[src/rtl/apc_pkg.sv]
// Shared constants, register codes and types for the arm position PD controller.
package apc_pkg;

    localparam int POS_WIDTH_DEF = 24;

    localparam int GAIN_W     = 20;
    localparam int LIMIT_W    = 8;
    localparam int CFG_DATA_W = 20;
    localparam int CFG_IDX_W  = 2;
    localparam int CMD_W      = 2;
    localparam int DRIVE_W    = 8;
    localparam int FRAC_BITS  = 16;
    localparam int DRIVE_MAX  = 127;

    localparam logic [GAIN_W-1:0]  P_GAIN_RST       = 20'd2058;
    localparam logic [GAIN_W-1:0]  D_GAIN_RST       = 20'd13107;
    localparam logic [LIMIT_W-1:0] SETTLE_LIMIT_RST = 8'd50;

    localparam logic [CFG_IDX_W-1:0] REG_P_GAIN       = 2'd0;
    localparam logic [CFG_IDX_W-1:0] REG_D_GAIN       = 2'd1;
    localparam logic [CFG_IDX_W-1:0] REG_SETTLE_LIMIT = 2'd2;

    localparam logic [CMD_W-1:0] CMD_NONE  = 2'd0;
    localparam logic [CMD_W-1:0] CMD_DRIVE = 2'd1;
    localparam logic [CMD_W-1:0] CMD_BRAKE = 2'd2;

    typedef struct packed {
        logic [GAIN_W-1:0]  p_gain;
        logic [GAIN_W-1:0]  d_gain;
        logic [LIMIT_W-1:0] settle_limit;
    } cfg_t;

endpackage

[src/rtl/apc_update.sv]
// Error, settle tracking and gain products; holds the controller state.
module apc_update #(
    parameter int POS_WIDTH = apc_pkg::POS_WIDTH_DEF,
    localparam int ERR_W  = POS_WIDTH + 1,
    localparam int DIFF_W = POS_WIDTH + 2,
    localparam int PROD_W = apc_pkg::GAIN_W + 1 + DIFF_W
) (
    input  logic                           clk,
    input  logic                           rst_n,
    input  logic                           load,
    input  logic signed [POS_WIDTH-1:0]    target_pos,
    input  logic signed [POS_WIDTH-1:0]    measured_pos,
    input  logic                           manual_override,
    input  apc_pkg::cfg_t                  cfg,
    output logic signed [PROD_W-1:0]       prod_p,
    output logic signed [PROD_W-1:0]       prod_d,
    output logic [apc_pkg::CMD_W-1:0]      command
);

    localparam int GS_W = apc_pkg::GAIN_W + 1;

    // controller state
    logic signed [POS_WIDTH-1:0]      last_target_reg;
    logic signed [ERR_W-1:0]          cross_ref_reg;
    logic signed [ERR_W-1:0]          deriv_prev_reg;
    logic [apc_pkg::LIMIT_W-1:0]      settle_count_reg;
    logic                             crossed_reg;

    logic signed [ERR_W-1:0]          cross_ref_next;
    logic [apc_pkg::LIMIT_W-1:0]      settle_count_next;
    logic                             crossed_next;

    logic signed [ERR_W-1:0]          err;
    logic signed [DIFF_W-1:0]         diff;
    logic signed [GS_W-1:0]           p_s;
    logic signed [GS_W-1:0]           d_s;
    logic                             restart;
    logic [apc_pkg::LIMIT_W-1:0]      count0;
    logic signed [ERR_W-1:0]          ref0;
    logic                             crossed0;
    logic                             sign_flip;

    always_comb
    begin
        err  = ERR_W'(target_pos) - ERR_W'(measured_pos);
        diff = DIFF_W'(err) - DIFF_W'(deriv_prev_reg);
        p_s  = $signed({1'b0, cfg.p_gain});
        d_s  = $signed({1'b0, cfg.d_gain});

        prod_p = PROD_W'(p_s) * PROD_W'(err);
        prod_d = PROD_W'(d_s) * PROD_W'(diff);

        // new target or override restarts the settle tracking
        restart  = (target_pos != last_target_reg) || manual_override;
        count0   = restart ? '0 : settle_count_reg;
        ref0     = restart ? err : cross_ref_reg;
        crossed0 = restart ? 1'b0 : crossed_reg;

        sign_flip = (err[ERR_W-1] && !ref0[ERR_W-1] && (ref0 != '0))
                 || (!err[ERR_W-1] && (err != '0) && ref0[ERR_W-1]);

        cross_ref_next = err;
        if (count0 < cfg.settle_limit)
        begin
            command           = manual_override ? apc_pkg::CMD_NONE : apc_pkg::CMD_DRIVE;
            crossed_next      = crossed0 || sign_flip;
            settle_count_next = crossed_next ? count0 + 1'b1 : count0;
        end
        else
        begin
            command           = manual_override ? apc_pkg::CMD_NONE : apc_pkg::CMD_BRAKE;
            crossed_next      = 1'b0;
            settle_count_next = count0;
        end
    end

    always_ff @(posedge clk or negedge rst_n)
    begin
        if (!rst_n)
        begin
            last_target_reg  <= '0;
            cross_ref_reg    <= '0;
            deriv_prev_reg   <= '0;
            settle_count_reg <= '0;
            crossed_reg      <= 1'b0;
        end
        else if (load)
        begin
            last_target_reg  <= target_pos;
            cross_ref_reg    <= cross_ref_next;
            deriv_prev_reg   <= err;
            settle_count_reg <= settle_count_next;
            crossed_reg      <= crossed_next;
        end
    end

endmodule

[config.mk]
export PLATFORM = sky130hd
export DESIGN_NAME = apc_update
export DESIGN_NICKNAME = d
export VERILOG_FILES = /design/src/rtl/apc_pkg.sv /design/src/rtl/apc_update.sv
export SDC_FILE = /design/constraint.sdc
export NUM_CORES = 2
export LEC_CHECK = 0
export ABC_AREA = 0
export BUFFER_PORTS_ARGS = -buffer_cell sky130_fd_sc_hd__buf_4
export CAP_MARGIN = 10
export CORE_MARGIN = 2
export CORE_UTILIZATION = 50
export DETAILED_ROUTE_END_ITERATION = 8
export GPL_TIMING_DRIVEN = 0
export PLACE_DENSITY = 0.78
export SYNTH_ARGS = -nofsm -noshare
export SYNTH_HDL_FRONTEND = slang
export SYNTH_SLANG_ARGS = --single-unit
[constraint.sdc]
create_clock -name clk -period 11.3 [get_ports clk]
set_input_delay 0 -clock clk [delete_from_list [all_inputs] [get_ports clk]]
set_output_delay 0 -clock clk [all_outputs]
set_load 0.03 [all_outputs]
==> results.md <==
- Status: finished, final reports clean
- CP dominant cell by count: fa_1
- Vias/cell: 5.42
- Worst clock skew: 0.0159 ns
- Die extent in x: 296 µm
- Setup crit end: prod_d[46]
- Num CTS Buffers: 9
- Die area: 87500 µm²
- Number of synthesized register bits: 58
- Final setup viols: 0
- Vias in the first global route: 35600
- Post-DRT Antenna Nets: 0
- Final hold vios: 0
- Iter 0 DRT Violations: 2385
- Worst-Margin Slew: 0.907 ns
- Number of nets in the layout: 6432
- Top Metal Used: met4
- Mapped Area: 42600 µm²
- Placed inst area: 45400 µm²
- Clk_lat worst skew: 0.33 ns
- Mean Syn Cell Area: 8.93 µm²
- Reg2reg end: settle_count_reg[5]
- HPWL Detailed: 102000 µm
- Die Y: 296 µm
- Avg WL per Cell: 19.4 µm
- CTS root buf: clkbuf_16
- Reg2Reg Launch Point: last_target_reg[12]
- DR pass1 iterations: 5
- Grt ovf: 0
- Min-Delay Path Class: in -> reg
- Share of layout cells above drive strength 1: 0.0675
- Gate Count Post-Synth: 4772
- Post-synth EDFFs: 0
- Largest net degree at the start of global routing: 59
- Final instance area: 46400 µm²
- CTS tree: done
- DR DRC count: 0
- Initial antenna violation count: 4
- Max Slew Vio Count: 0
- Clock slew at reported path FFs: 0.05 ns
- Routed length on met1: 46700 µm
- Crit path arrival time: 10.93 ns
- Worst endpoint required time: 11.30 ns
- Most used DFF post-synth: dfrtp_1
- Global Route Usage Sum: 0.286
- First-pass GRT wire length: 194000 µm
- Starting Density: 0.503
- WL final: 119000 µm
- Minimum clock period: 10.93 ns
- Number of flip-flops in the largest register: 25
- Ports: 196
- FMAX: 91.5 MHz
- WL met3: 11200 µm
- Library cells used by synthesis: 81
- Crit path launch type: input pin
- Num rows: 107
- Slowest cell on crit path: nor3_2
- YS warnings: 0
- Relative slew slack: 0.393
- Met2 WL: 55200 µm
- Largest stage delay on the critical path: 0.71 ns
- Syn Nets: 6203
- Critical Path End Type: primary output
- Core area: 84700 µm²
- Asr flop ratio synth: 1.00
- Layout Utilization: 0.547
- Layout area overhead: 8.88%
- Maxcap violations: 0
- WS Path Type: in -> out
- Clk sink count: 58
- Vias: 33400
- Final period util: 0.967
- Final Wtd Congestion: 0.963
- Seq/Total Area, Yosys: 0.0341
- Htree depth: 3
- Deepest clock path buffer count: 2
- Critical Path Source: measured_pos[5]
- CP Max Fanout: 10
- Worst r2r path cells: 14
- Fillers: 7592
- Setup slack, reg-to-reg: 6.63 ns
- # port buffers: 186
-- metrics by stage --
stage / instances / worst slack, ns / TNS [ns] / hold WS [ns]
after floorplan: 4772 / 1.16 / 0 / -0.296
after global placement: 6102 / -1.15 / -12.75 / 0.109
after detailed placement: 6102 / -1.33 / -15.46 / 0.118
after CTS: 6142 / 0.000139 / 0 / 0.262
after global routing: 6150 / -0.0178 / -0.0304 / 0.300
final: 6155 / 0.369 / 0 / 0.258
-- final cells by class --
cell class | count | area (µm²) | area share
antenna | 5 | 12.5 | 0.000270
buffer | 217 | 936 | 0.0202
clock buffer | 12 | 267 | 0.00575
clock inverter | 4 | 25.0 | 0.000540
inverter | 1115 | 4200 | 0.0905
multi-input combinational | 3377 | 36300 | 0.783
sequential | 58 | 1450 | 0.0313
tap | 1144 | 1430 | 0.0309
timing repair buffer | 223 | 1740 | 0.0374
-- per-layer routing --
metal	track usage	up-vias
met1	0.380	16800
met4	0.117	0
li1	-	14700
met3	0.0480	321
met5	0	-
met2	0.466	1561
-- how the worst min path moves through the flow --
stage	from	to	slack, ns	depth (start not counted)
finish	manual_override	settle_count_reg[2]	0.26	6
global route	manual_override	settle_count_reg[2]	0.30	6
CTS	manual_override	settle_count_reg[2]	0.26	6
detailed placement	rst_n	last_target_reg[12]	0.12	1
global placement	rst_n	last_target_reg[12]	0.11	1
floorplan	rst_n	crossed_reg	-0.30	0
-- critical path, delay by kind of cell --
kind	cells	cell delay, ns
buf+inv	11	1.81
xor+xnor	1	0.20
simple gates	9	2.02
compound gates	11	2.34
fa+ha+maj	10	4.56
-- Yosys cell counts (5+ instances only) --
cell type	n	area share
nand2_1	621	0.055
and2_1	460	0.068
a41oi_1	6	0.0012
nand3_1	33	0.0039
dfrtp_1	58	0.034
buf_2	5	0.00059
o211ai_1	9	0.0016
nor2_1	86	0.0076
a21oi_1	120	0.014
o31ai_1	7	0.0012
a211oi_1	15	0.0026
a211o_1	6	0.0012
o21bai_1	11	0.0019
clkbuf_1	206	0.018
nor3_1	22	0.0026
o2111ai_1	5	0.0010
nor4_1	17	0.0025
and3_1	25	0.0037
nor2b_1	57	0.0084
o21ai_0	92	0.011
or3_1	8	0.0012
a31oi_1	18	0.0026
and4_1	12	0.0025
a21o_1	73	0.013
o21a_1	15	0.0026
fa_1	1026	0.48
o21ai_1	9	0.0011
xnor2_1	106	0.022
nand2b_1	22	0.0032
o41ai_1	5	0.0010
a221oi_1	5	0.0010
maj3_1	5	0.0012
mux2_2	24	0.0063
xor2_1	65	0.013
buf_1	6	0.00053
inv_1	1115	0.098
nand4_1	13	0.0019
ha_1	305	0.090
-- kinds of logic after synthesis --
group                    Yosys count  synth area share
AND/OR/NAND/NOR                 1394             0.163
flip-flops                        58            0.0341
multiplexers                      25           0.00658
buffers and inverters           1337             0.119
XOR/XNOR                         172            0.0355
adder cells (fa/ha/maj)         1336             0.573
AO/OA/AOI/OAI                    450            0.0692
-- cells in the final DEF, fill, tap and decap left out, types with 11 or more instances in the layout --
| cell type | count |
|---|---|
| ha_1 | 305 |
| a21oi_1 | 115 |
| xnor2_1 | 101 |
| buf_4 | 201 |
| xor2_1 | 61 |
| nand4_1 | 13 |
| a31oi_1 | 16 |
| clkbuf_2 | 21 |
| nand2b_1 | 22 |
| a21o_1 | 73 |
| nand3_1 | 33 |
| dfrtp_1 | 58 |
| inv_1 | 1110 |
| a211oi_1 | 14 |
| o21ai_0 | 89 |
| o21a_1 | 15 |
| and4_1 | 12 |
| o21bai_1 | 11 |
| and2_1 | 459 |
| and3_1 | 25 |
| dlygate4sd3_1 | 25 |
| clkbuf_1 | 166 |
| mux2_2 | 24 |
| nand2_1 | 621 |
| fa_1 | 1024 |
| nor4_1 | 17 |
| nor2_1 | 85 |
| nor2b_1 | 57 |
| nor3_1 | 21 |
-- timing repair --
action                                 in CTS  in global routing
endpoints found under the hold margin      82                  0
pin swaps                                   1                  5
gates resized for setup                    40                 92
setup buffers                               1                 11
hold buffers                               25                  0
cloned                                      0                  0
setup endpoints to repair                  23                 15
Power is not shown: default switching activity piles up to over one toggle a cycle in this logic, so the estimate is an artifact.
