File: src/rtl/apc_pkg.sv
// Shared constants, register codes and types for the arm position PD controller.
package apc_pkg;

    localparam int POS_WIDTH_DEF = 24;

    localparam int GAIN_W     = 20;
    localparam int LIMIT_W    = 8;
    localparam int CFG_DATA_W = 20;
    localparam int CFG_IDX_W  = 2;
    localparam int CMD_W      = 2;
    localparam int DRIVE_W    = 8;
    localparam int FRAC_BITS  = 16;
    localparam int DRIVE_MAX  = 127;

    localparam logic [GAIN_W-1:0]  P_GAIN_RST       = 20'd2058;
    localparam logic [GAIN_W-1:0]  D_GAIN_RST       = 20'd13107;
    localparam logic [LIMIT_W-1:0] SETTLE_LIMIT_RST = 8'd50;

    localparam logic [CFG_IDX_W-1:0] REG_P_GAIN       = 2'd0;
    localparam logic [CFG_IDX_W-1:0] REG_D_GAIN       = 2'd1;
    localparam logic [CFG_IDX_W-1:0] REG_SETTLE_LIMIT = 2'd2;

    localparam logic [CMD_W-1:0] CMD_NONE  = 2'd0;
    localparam logic [CMD_W-1:0] CMD_DRIVE = 2'd1;
    localparam logic [CMD_W-1:0] CMD_BRAKE = 2'd2;

    typedef struct packed {
        logic [GAIN_W-1:0]  p_gain;
        logic [GAIN_W-1:0]  d_gain;
        logic [LIMIT_W-1:0] settle_limit;
    } cfg_t;

endpackage

File: src/rtl/apc_cfg_regs.sv
// Gain and settle-limit configuration registers.
module apc_cfg_regs (
    input  logic                             clk,
    input  logic                             rst_n,
    input  logic                             cfg_wr_en,
    input  logic [apc_pkg::CFG_IDX_W-1:0]    cfg_index,
    input  logic [apc_pkg::CFG_DATA_W-1:0]   cfg_wdata,
    output apc_pkg::cfg_t                    cfg
);

    apc_pkg::cfg_t cfg_reg;

    always_ff @(posedge clk or negedge rst_n)
    begin
        if (!rst_n)
        begin
            cfg_reg.p_gain       <= apc_pkg::P_GAIN_RST;
            cfg_reg.d_gain       <= apc_pkg::D_GAIN_RST;
            cfg_reg.settle_limit <= apc_pkg::SETTLE_LIMIT_RST;
        end
        else if (cfg_wr_en)
        begin
            case (cfg_index)
                apc_pkg::REG_P_GAIN:
                    cfg_reg.p_gain <= cfg_wdata[apc_pkg::GAIN_W-1:0];
                apc_pkg::REG_D_GAIN:
                    cfg_reg.d_gain <= cfg_wdata[apc_pkg::GAIN_W-1:0];
                apc_pkg::REG_SETTLE_LIMIT:
                    cfg_reg.settle_limit <= cfg_wdata[apc_pkg::LIMIT_W-1:0];
                default:
                    ; // unmapped index: drop the write
            endcase
        end
    end

    assign cfg = cfg_reg;

endmodule

File: config.mk
export PLATFORM = sky130hd
export DESIGN_NAME = apc_cfg_regs
export DESIGN_NICKNAME = d
export VERILOG_FILES = /design/src/rtl/apc_pkg.sv /design/src/rtl/apc_cfg_regs.sv
export SDC_FILE = /design/constraint.sdc
export NUM_CORES = 1
export LEC_CHECK = 0
export BUFFER_PORTS_ARGS = -buffer_cell sky130_fd_sc_hd__buf_4
export CAP_MARGIN = 20
export CORE_MARGIN = 10
export CORE_UTILIZATION = 43
export DETAILED_ROUTE_END_ITERATION = 6
export PLACE_DENSITY = 0.73
export RECOVER_POWER = 50
export SYNTH_ARGS = -nofsm -noshare
export SYNTH_HDL_FRONTEND = slang
export SYNTH_SLANG_ARGS = --single-unit
File: constraint.sdc
create_clock -name clk -period 0.8 [get_ports clk]
set_input_delay 0.08 -clock clk [delete_from_list [all_inputs] [get_ports clk]]
set_output_delay 0.08 -clock clk [all_outputs]
set_load 0.02 [all_outputs]
==> results of run 1 <==
==> worst min-delay path by stage <==
stage / from / to / slack, ns / cells after the start
2_1_floorplan: rst_n / cfg[0]$_DFFE_PN0P_ / -0.22 / 0
3_3_place_gp: rst_n / cfg[30]$_DFFE_PN0P_ / 0.06 / 2
3_5_place_dp: rst_n / cfg[10]$_DFFE_PN0P_ / 0.07 / 2
4_1_cts: cfg_wdata[8] / cfg[36]$_DFFE_PN0P_ / 0.01 / 2
5_1_grt: cfg_wdata[16] / cfg[44]$_DFFE_PN0P_ / 0.008 / 2
6_report: cfg_wdata[16] / cfg[44]$_DFFE_PN0P_ / 0.01 / 2
==> power by group <==
part           internal (mW)  switching (mW)  leakage (nW)
clock network           1.25           0.791        0.0654
logic                   1.73            1.17         0.910
registers               3.01           0.363         0.539
total                   5.98            2.33          1.51
==> final cells by class <==
cell class | instances | area (um^2)
clock buffers | 6 | 72.6
multi-input cells | 51 | 692
fillers | 232 | 885
well taps | 50 | 62.6
repair buffers | 98 | 1050
flip-flops and latches | 48 | 1230
clock inverters | 2 | 60.1
==> per-layer routing <==
layer  vias up  routed length (um)
met5         -                   0
met4         0                  38
met3         6                 678
met2        57                2450
met1       641                2100
li1        565                   -
==> repair_timing <==
action | in CTS | in global routing
resized for setup | 61 | 20
hold buffers | 1 | 0
pin swaps | 1 | 1
setup endpoints to repair | 60 | 77
buffers inserted | 10 | 8
gates cloned | 1 | 2
hold endpoints to repair | 48 | 0
==> metrics by stage <==
stage	power (mW)	utilization (%)
after floorplan	4.39	-
after global placement	5.43	62.3
after detailed placement	5.51	62.3
after CTS	8.15	74.1
after global routing	8.67	78.2
final	8.31	78.2
==> kinds of logic after synthesis <==
kind of cell	Yosys count	synth area share (%)
multiplexers	48	29.7
AND/OR/NAND/NOR	3	1.72
buffers and inverters	4	1.65
flip-flops	48	66.9
==> placed cells by master, fill, tap and decap left out <==
| cell | count |
|---|---|
| buf_12 | 2 |
| buf_16 | 1 |
| buf_4 | 29 |
| buf_6 | 61 |
| buf_8 | 1 |
| bufinv_16 | 2 |
| clkbuf_1 | 1 |
| clkbuf_16 | 2 |
| clkbuf_4 | 1 |
| clkbuf_8 | 5 |
| dfrtp_1 | 24 |
| dfrtp_2 | 10 |
| dfstp_2 | 14 |
| dlygate4sd3_1 | 1 |
| mux2_2 | 20 |
| mux2_4 | 28 |
| nand3b_1 | 1 |
| nand3b_4 | 1 |
| nor3b_4 | 1 |
==> flow_summary.ini, run 1 <==
[outcome]
status = complete, but fails checks
violations = negative setup slack

[timing]
setup_violations = 70
relSlewSlack_pct = 72.0
fin_skew_ns = 0
setup-tns-final_ns = -9.15
whs_ns = 0.0148
slew_viol_final = 0
finalHoldViolCount = 0
worstMarginPinSlew_ns = 0.420
period_minus_slack_ns = 1.06
max_freq_mhz = 942
fin_ws_ns = -0.261
finalCritPeriodShare_pct = 133
rsz0062_at_grt = true

[power]
leakage_nw = 1.51
ir_drop_uv = 1710
powerDensity_nw_per_um2 = 2620

[placement]
dp_hpwl_um = 3400
dp_slack_ns = -0.335
place_inst = 225
placed_cell_area_um2 = 2530
gp_congestion = 0.716
portBuffers = 72

[cells_and_area]
area_growth_pct = 74.3
layout.cells.non_filler = 255
largest_reg_flops = 48
nNetsFinal = 229
layout-drive-gt1-share_pct = 86.8
n_antenna_cell = 0
final_area_um2 = 3170

[cts]
cts_root_buffer = clkbuf_8
cts.clk_slew.worst_paths_ns = 0.10
clock_latency_ns = 0.31
clock_sinks = 48
cts_tree = done
cts_max_path_buffers = 2
numCtsBuffers = 5
h-tree-depth = 2

[global_routing]
grt_use_total_pct = 13.7
grt_use_met2_pct = 21.0
antenna_found_initial = 0
use_met1_pct = 15.2
first_global_vias = 1431
grt-ovfl-total = 0
grt_max_degree = 49
grt_pass1_wl_um = 7920
busiest_layer = met2
met3_usage_pct = 9.75

[logic_synthesis]
synth-edff-count = 0
ys.warnings.count = 0
yosysMostFrequentCell = mux2_2
synth_common_cells = 47 x mux2_2, 34 x dfrtp_1, 14 x dfstp_2
syn_inst = 103
syn-num-nets = 128
async_reset_ff_share_pct = 100
synth_area_um2 = 1820
yosysUniqueCellTypes = 8
synth-seq-area-share_pct = 66.9
synth-main-ff-cell = dfrtp_1
synth.area.top_cells = dfrtp_1 47%, mux2_2 29%, dfstp_2 20%
avgSynthCellArea_um2 = 17.7
netlist.area_leader.share_pct = 46.7
ys_ff_latch = 48
synth_area_leader_cell = dfrtp_1

[floorplanning]
fp.dieArea_um2 = 7240
die_h_um = 85.1
design.core.area_um2 = 4060
initial_core_util_pct = 44.9
rows = 23
pin_count = 73
die_x_um = 85.1

[routing]
viasPerCell = 4.98
drc = 0
drtAntennaViolNets = 0
wirelength_um = 5260
wl_per_cell_um = 20.6
drt_first_pass_iters = 4
drtIter0Drc = 28
vias = 1269

[setup_path]
crit_start = cfg[29]$_DFFE_PN1P_
reg2reg_from = cfg[28]$_DFFE_PN0P_
timing.rr.end = cfg[28]$_DFFE_PN0P_
cp_cell_sequence = buf_6
r2r_slack_ns = -0.13
cpMaxStageDelayCell = dfstp_2
path_buf_inv = 1
arrival_ns = 0.98
crit_family = flip-flops
path_max_fanout = 2
cp_slowest_stage_delay_ns = 0.56
path_depth = 1
r2r_cells = 2
start_kind = register
crit_path_end = cfg[29]
criticalPathCategory = reg -> out
cp_data_required_time_ns = 0.72
end_kind = primary output

[flow_run]
max_cap_violations = 0

[worst_hold_path]
hold_class = in -> reg
Power figures use the tool's default switching activity.
==> inputs of run 2 (changes only) <==
--- a/config.mk
+++ b/config.mk
@@ -5,13 +5,16 @@
 export SDC_FILE = /design/constraint.sdc
 export NUM_CORES = 1
 export LEC_CHECK = 0
+export ABC_AREA = 1
 export BUFFER_PORTS_ARGS = -buffer_cell sky130_fd_sc_hd__buf_4
 export CAP_MARGIN = 20
 export CORE_MARGIN = 10
-export CORE_UTILIZATION = 43
+export CORE_UTILIZATION = 44
+export CTS_CLUSTER_SIZE = 28
 export DETAILED_ROUTE_END_ITERATION = 6
 export PLACE_DENSITY = 0.73
 export RECOVER_POWER = 50
+export SKIP_LAST_GASP = 1
 export SYNTH_ARGS = -nofsm -noshare
 export SYNTH_HDL_FRONTEND = slang
 export SYNTH_SLANG_ARGS = --single-unit
==> run 2 against run 1 <==
Compared with the run above:
- the run still ends with negative setup slack left
- flip-flop and latch count stayed put
- sequential share of layout area is 0.89 points higher
- fmax is 2.5% higher
- global-route usage is 1.7 points higher
- critical path type unchanged
- largest power group unchanged
==> flow_summary.ini, run 2 <==
[routing]
wl_met2_um = 2900
wl_per_cell_um = 15.6
viasPerCell = 5.03
drc = 0
drt_first_pass_iters = 4
wirelength_um = 5770
met3RoutedLength_um = 379
drtAntennaViolNets = 0
vias = 1855
drtIter0Drc = 162
wl_met1_um = 2410
dr.max_layer_used = met4

[logic_synthesis]
synth.area.top_cells = dfrtp_1 43%, dfstp_2 19%, nand2_1 18%
synth-main-ff-cell = dfrtp_1
netlist.area_leader.share_pct = 43.0
syn-num-nets = 240
synth-seq-area-share_pct = 61.6
yosysUniqueCellTypes = 9
synth_area_um2 = 1980
synth-edff-count = 0
ys.warnings.count = 0
synth-adder-area-share_pct = 0
async_reset_ff_share_pct = 100
ys_ff_latch = 48
synth_compound_area_share_pct = 0
synth_common_cells = 97 x nand2_1, 34 x dfrtp_1, 28 x nand4_1
yosysMostFrequentCell = nand2_1
avgSynthCellArea_um2 = 9.21
synth-simple-area-share_pct = 33.0
synth_top_family_by_area = simple AND/OR/NAND/NOR gates
synth_area_leader_cell = dfrtp_1
synthMuxAreaShare_pct = 0
synthXorXnorAreaFrac_pct = 0
syn_inst = 215

[floorplanning]
initial_core_util_pct = 45.5
fp.dieArea_um2 = 7580
die_x_um = 87.1
rows = 24
pin_count = 73
die_h_um = 87.1
design.core.area_um2 = 4350

[cells_and_area]
n_antenna_cell = 0
final_common_cell = nand2_1
layout-drive-gt1-share_pct = 41.6
area_growth_pct = 55.1
largest_reg_flops = 48
fillCellCount = 338
layout.cells.non_filler = 369
final_cell_mix = 96 x nand2_1, 57 x buf_4, 48 x buf_6
nNetsFinal = 341
postLayoutCoreUtil_pct = 70.5

[cts]
cts_root_buffer = clkbuf_8
h-tree-depth = 2
clock_latency_ns = 0.29
cts_tree = done
cts.clk_slew.worst_paths_ns = 0.08
numCtsBuffers = 5
clock_sinks = 48
cts_max_path_buffers = 2

[timing]
worstMarginPinSlew_ns = 0.430
max_freq_mhz = 966
setup_violations = 55
relSlewSlack_pct = 71.3
finalHoldViolCount = 0
finalCritPeriodShare_pct = 129
slew_viol_final = 0
whs_ns = 0.0266
fin_skew_ns = 0
rsz0062_at_grt = true
period_minus_slack_ns = 1.04
fin_ws_ns = -0.236

[setup_path]
crit_start = cfg[1]$_DFFE_PN1P_
end_kind = primary output
r2r_cells = 4
arrival_ns = 0.96
reg2reg_from = cfg[15]$_DFFE_PN0P_
path_buf_inv = 1
criticalPathCategory = reg -> out
timing.rr.end = cfg[15]$_DFFE_PN0P_
cp_cell_sequence = buf_6
start_kind = register
path_max_fanout = 2
cp_slowest_stage_delay_ns = 0.55
cpMaxStageDelayCell = dfstp_2
cp_data_required_time_ns = 0.72
r2r_slack_ns = -0.05
crit_family = flip-flops

[power]
ir_drop_uv = 1130
switching_share_pct = 31.5
power_frac_seq_pct = 46.2
clockPowerShare_pct = 19.7
p_switching_mw = 2.17
powerDensity_nw_per_um2 = 2250
internal-power_mw = 4.73
power.share.combinational_pct = 34.1
leakage_nw = 1.64

[outcome]
status = complete, but fails checks
violations = negative setup slack

[worst_hold_path]
min_to = cfg[39]$_DFFE_PN1P_
min_from = cfg_wdata[11]
hold_class = in -> reg
worstHoldPathCells = 3

[flow_run]
max_cap_violations = 0

[global_routing]
grt_max_degree = 21
grt_use_total_pct = 15.4
grt-ovfl-total = 0
antenna_found_initial = 0
first_global_vias = 1914
grt_pass1_wl_um = 9460

[placement]
portBuffers = 72
place_inst = 341
dp_hpwl_um = 4260
gp_congestion = 0.819
==> run 2: cell types whose count changed after synthesis <==
cell	previous run	this run
nand2_1	0	97
mux2_2	47	0
nand4_1	0	28
nand3_1	0	22
buf_2	0	11
buf_4	4	6
inv_2	0	2
mux2_1	1	0
nand3b_1	1	0
nand3b_2	1	0
nor2_1	0	1
nor3b_2	1	0
==> run 2: metal layers <==
metal  global-route usage, %  up-vias
met1                    19.3      885
met5                       0        -
met2                    24.2       53
met4                    6.19        0
met3                    4.40        6
li1                        -      911
==> run 2: area by class of cell <==
type                    count  area, um^2  share of cell area, %
clock buffers               8        80.1                   2.61
inverters                   2        7.51                  0.244
multi-input cells         148         656                   21.4
flip-flops and latches     48        1220                   39.7
well taps                  52        65.1                   2.12
repair buffers            111        1040                   34.0
==> run 2: worst max-delay path by stage <==
stage,end,slack [ns],cells past startpoint
finish,cfg[1],-0.24,1
global placement,cfg[47]$_DFFE_PN0P_,-0.07,6
CTS,cfg[8],-0.25,1
detailed placement,cfg[40]$_DFFE_PN0P_,-0.11,6
floorplan,cfg[28]$_DFFE_PN0P_,0.05,5
global route,cfg[29],-0.27,1
==> run 2: per-stage QoR <==
step / area [um^2] / power (mW) / worst slack, ns / setup TNS (ns)
after floorplan: 1980 / 4.07 / 0.0491 / 0
after global placement: 2670 / 5.04 / -0.0744 / -1.35
after detailed placement: 2670 / 5.08 / -0.114 / -2.20
after CTS: 3030 / 6.89 / -0.253 / -7.26
after global routing: 3070 / 7.28 / -0.269 / -9.41
final: 3070 / 6.90 / -0.236 / -6.99
==> run 2: power by group through the flow <==
stage | registers (mW) | clock network (mW) | logic, mW
CTS | 3.19 | 1.39 | 2.30
global route | 3.23 | 1.49 | 2.55
global placement | 3.16 | 0 | 1.88
finish | 3.19 | 1.36 | 2.35
floorplan | 3.63 | 0 | 0.434
detailed placement | 3.17 | 0 | 1.92
==> run 2: tightest hold or removal path: cells and delay by family <==
family | cells | cell delay [ns]
and+or+nand+nor | 2 | 0.12
buffers and inverters | 1 | 0.11
==> run 2: repair_timing <==
| item | CTS | global route |
|---|---|---|
| pin swaps | 0 | 1 |
| endpoints found under the hold margin | 36 | 0 |
| buffers inserted | 12 | 7 |
| cloned | 0 | 0 |
| hold buffers | 1 | 0 |
| gates resized for setup | 48 | 1 |
| endpoints found under the setup margin | 48 | 50 |
==> run 2: logic make-up after synthesis <==
| group | Yosys count |
|---|---|
| DFF | 48 |
| and+or+nand+nor | 148 |
| buffers and inverters | 19 |
